## src/design/bpc_pkg.sv

```systemverilog
// Shared widths, register indexes and the signed truncating shift used by
// the pressure compensation pipeline. No dependencies.
`default_nettype none

package bpc_pkg;

  // datapath widths
  localparam int RawW  = 24;  // raw conversion words
  localparam int CoefW = 16;  // calibration words
  localparam int DtW   = 25;  // temperature difference, signed
  localparam int PrW   = 42;  // dt times a calibration word, signed
  localparam int TempW = 20;  // internal temperature, signed
  localparam int OutTW = 19;  // temperature port
  localparam int OffW  = 40;  // offset, sensitivity and their corrections
  localparam int ProdW = 64;  // raw pressure times sensitivity
  localparam int DiffW = 45;  // scaled product minus offset
  localparam int PresW = 32;  // pressure port
  localparam int SplitW = 20; // low slice of the sensitivity in the wide multiply

  // configuration register indexes
  typedef enum logic [2:0] {
    REG_SENS       = 3'd0,
    REG_OFFSET     = 3'd1,
    REG_SENS_TEMP  = 3'd2,
    REG_OFFSET_TEMP = 3'd3,
    REG_REF_TEMP   = 3'd4,
    REG_TEMP_SLOPE = 3'd5,
    REG_VARIANT    = 3'd6
  } cfg_reg_t;

  // signed divide by 2^k that rounds toward zero
  function automatic logic signed [63:0] trunc_shr(input logic signed [63:0] x,
                                                   input int unsigned k);
    logic signed [63:0] bias;
    bias = (64'sd1 <<< k) - 64'sd1;
    if (x < 0) begin
      trunc_shr = (x + bias) >>> k;
    end else begin
      trunc_shr = x >>> k;
    end
  endfunction

endpackage

`default_nettype wire

```

## src/design/bpc_wide_mul.sv

```systemverilog
// Two-stage multiplier: unsigned raw pressure times signed sensitivity,
// split into two narrow partial products. Depends on bpc_pkg.
`default_nettype none

module bpc_wide_mul
  import bpc_pkg::*;
(
  input  wire logic                    clk,
  input  wire logic [RawW-1:0]         a,
  input  wire logic signed [OffW-1:0]  b,
  output logic signed [ProdW-1:0]      prod
);

  localparam int LoW = RawW + SplitW;
  localparam int HiW = RawW + 1 + OffW - SplitW;

  logic [LoW-1:0]        part_lo;
  logic signed [HiW-1:0] part_hi;

  // partial products on the low and high slices of the sensitivity
  always_ff @(posedge clk) begin
    part_lo <= LoW'(a) * LoW'(b[SplitW-1:0]);
    part_hi <= HiW'($signed({1'b0, a})) * HiW'($signed(b[OffW-1:SplitW]));
  end

  // recombine
  always_ff @(posedge clk) begin
    prod <= (ProdW'(part_hi) <<< SplitW) + $signed({{(ProdW-LoW){1'b0}}, part_lo});
  end

endmodule

`default_nettype wire

```

## config.mk

```make
export PLATFORM = sky130hd
export DESIGN_NAME = bpc_wide_mul
export DESIGN_NICKNAME = d
export VERILOG_FILES = /design/src/design/bpc_pkg.sv /design/src/design/bpc_wide_mul.sv
export SDC_FILE = /design/constraint.sdc
export NUM_CORES = 2
export LEC_CHECK = 0
export ABC_CLOCK_PERIOD_IN_PS = 8050
export BUFFER_PORTS_ARGS = -buffer_cell sky130_fd_sc_hd__buf_2
export CAP_MARGIN = 20
export CORE_MARGIN = 4
export CORE_UTILIZATION = 45
export CTS_BUF_LIST = sky130_fd_sc_hd__clkbuf_16
export DETAILED_ROUTE_END_ITERATION = 16
export GPL_ROUTABILITY_DRIVEN = 1
export MAX_ROUTING_LAYER = met4
export SLEW_MARGIN = 20
export SYNTH_ARGS = -nofsm -noshare
export SYNTH_HDL_FRONTEND = slang
export SYNTH_SLANG_ARGS = --single-unit
```

## constraint.sdc

```tcl
create_clock -name clk -period 8.05 [get_ports clk]
set_input_delay 0 -clock clk [delete_from_list [all_inputs] [get_ports clk]]
set_output_delay 0 -clock clk [all_outputs]
set_load 0.1 [all_outputs]
```

==> impl_results.md <==
* Cell row count at 104
* Overflow left after global routing at 0
* Total DRC errors in the routed layout at 0
* Total I/O pin count at 129
* Number of nets with antenna violations after detailed routing at 0
* Endpoint class of the critical path: register
* Final clock period utilization by the worst path at 0.826
* CTS clock-pin slew for the worst setup and hold paths at around 0.07 ns
* Clock tree buffer depth at 2
* Final setup violation count at 0
* TritonCTS buffer count at 17
* Max FO, Critical Path at 40
* Async set-reset flop share out of synthesis at 0
* Result of the run: complete, no violations
* Pin count of the biggest net entering global routing at 41
* Count of hold-fix buffers inserted at cts at 0
* Area grow syn2layout at 5.54%
* Max Cap Violations at 0
* Number of placed instances, taps included at 5064
* Worst slew pin tran at 1.13 ns
* Total half-perimeter wirelength after legalization and detailed placement at a little under 80000 um
* Die width at 293 um
* Share of synthesized area occupied by flip-flops and latches at 0.0830
* Overall Global Routing Usage at 0.248
* Number of sinks handled by clock tree synthesis at 152
* Number of failing hold endpoints at the final stage at 0
* Core outline area at 0.0807 mm2
* Layout Cells excl Fill at around 5100
* WL per Instance at 19.2 um
* Number of warnings issued by yosys at 0
* Net count after synthesis at between 5000 and 6000
* First-pass GRT wire length at 161000 um
* Slew Limit Headroom at 0.248
* Number of instances in the synthesized netlist at roughly 4000
* Number of vias after detailed routing at about 27000
* Clock network latency to the later pin of the worst-skew pair at 0.48 ns
* Initial DRC Count at 1564
* Number of fillers in the final layout at ~8000
* Worst Hold Class: in -> reg
* CTS tree: done
* Maximum operating frequency at between 150 and 200 MHz
* Number of iterations in the first detailed-routing pass at 7
* Category of the most critical setup path: in -> reg
* Post-CTS Resized at 0
* Initial standard-cell utilization of the core at 0.454
* Drt total wl at about 98000 um
* Total standard cell area after synthesis at 0.0367 mm2
* H-tree level count at 4
* Startpoint kind of the worst setup timing path: input port
* Final period demand of the worst path at between 6 and 7 ns
* Proportion of layout cells with a drive suffix above 1 at 0.0508
* Setup repair bufs after CTS at 0
* Signal arrival time at the worst endpoint at 7.02 ns
* Initial antenna violation count at 7
* Clock tree root driver cell: clkbuf_16
* Number of distinct library cell variants in the gate-level netlist after synthesis at 66
* Final number of max-transition violations at 0
* Final clock skew at 0.0146 ns
* Final RePlAce weighted congestion at 0.924
* DIE AREA at 0.0861 mm2
* Overall die height at around 300 um
* Mean Syn Cell Area at 9.05 um2
* Input/output buffers at 128
* RSZ-0062 raised after global routing: no
* Number of global-route vias before repair at 29000
* Required time of the critical path at 8.42 ns
* Top_reg_cell synth: dfxtp_1
* NumNets Final at 5227
* Synthesis-stage register bit count at 152
* Total negative slack at 0 ns
* Via density per instance at 5.20
* Number of flops mapped to enable cells by yosys at 0
synthesized netlist by cell type (25+ instances only):
library cell / number / area [um2]
clkbuf_1: 201 / 754
ha_1: 353 / 4420
xnor2_1: 97 / 850
dfxtp_1: 152 / 3040
nand4_1: 25 / 156
a21oi_1: 110 / 551
inv_1: 894 / 3360
a21o_1: 58 / 435
xor2_1: 32 / 280
and2_1: 483 / 3020
o21ai_0: 46 / 230
fa_1: 786 / 15700
nand2_1: 522 / 1960
nor2_1: 49 / 184
nand3_1: 30 / 150
registers in the layout (all words and copies together), names as in the netlist:
signal / cells
prod: 64
part_lo: 44
part_hi: 44
routing by layer:
layer  up-vias  wire (um)  GRT usage
met5         -          0          -
met3       113       6920     0.0429
met1     13600      43200      0.333
li1      12000          -          -
met2       803      45600      0.394
met4         0       2400     0.0625
metrics by stage:
stage,setup WS (ns),util,hold WS (ns),cell area [um2]
after detailed placement,0.983,0.473,0.312,38100
after global routing,1.06,0.480,0.0807,38700
after floorplan,1.98,-,0.122,36700
after CTS,1.48,0.479,0.0359,38700
final,1.40,0.480,0.0584,38700
after global placement,1.04,0.473,0.311,38100
worst paths after layout:
| kind | start | to | slack [ns] | depth (start not counted) |
|---|---|---|---|---|
| setup / recovery | a[14] | part_hi[43] | 1.40 | 23 |
| hold / removal | b[0] | part_lo[0] | 0.06 | 2 |
| setup reg to reg | part_hi[0] | prod[60] | 4.76 | 11 |
| hold reg to reg | part_lo[6] | prod[6] | 0.33 | 0 |
placed cells by master (no fill, tap or decap), drive strengths merged, types with 6 or more instances in the layout:
master | synthesis | routed
and4 | 7 | 7
fa | 786 | 786
nor2b | 12 | 12
nand4 | 25 | 25
a21boi | 7 | 7
ha | 353 | 353
inv | 894 | 901
xnor2 | 97 | 97
xor2 | 32 | 32
a21oi | 112 | 112
o21a | 11 | 11
nand2 | 522 | 522
o21ai | 60 | 60
buf | 7 | 162
a211oi | 12 | 12
a31oi | 10 | 10
o211ai | 11 | 11
nand2b | 18 | 18
dfxtp | 152 | 152
clkinv | 0 | 6
o31ai | 6 | 6
nor3 | 12 | 12
nor2 | 49 | 49
and3 | 15 | 15
a21o | 58 | 58
clkbuf | 201 | 17
nand3 | 30 | 30
and2 | 483 | 483
o21bai | 16 | 16
area by class of cell:
type | count | area (um2) | share of cell area
Clock inverter | 15 | 118 | 0.00304
Antenna cell | 5 | 12.5 | 0.000323
Clock buffer | 17 | 425 | 0.0110
Tap cell | 1060 | 1330 | 0.0343
Inverter | 894 | 3360 | 0.0867
Multi-Input combinational cell | 2796 | 29500 | 0.762
Sequential cell | 152 | 3040 | 0.0786
Timing Repair Buffer | 162 | 933 | 0.0241
logic make-up after synthesis:
| family | Yosys count | share of synthesized area |
|---|---|---|
| compound gates | 338 | 0.0599 |
| xor+xnor | 129 | 0.0308 |
| simple gates | 1190 | 0.164 |
| flops | 152 | 0.0830 |
| buf+inv | 1102 | 0.113 |
| fa+ha+maj | 1139 | 0.550 |
critical path, stage by stage:
cell      delay (ns)
buf_2           0.81
nand2_1         0.18
fa_1            0.55
inv_1           0.05
fa_1            0.47
inv_1           0.05
fa_1            0.49
inv_1           0.06
fa_1            0.56
fa_1            0.43
fa_1            0.49
inv_1           0.05
fa_1            0.48
inv_1           0.04
ha_1            0.39
and4_1          0.29
and3_1          0.17
a221oi_1        0.34
a211o_1         0.24
a31oi_1         0.17
a221oi_1        0.38
o21ai_1         0.14
xnor2_1         0.14
Power is not shown: default switching activity piles up to over one toggle a cycle in this logic, so the estimate is an artifact.
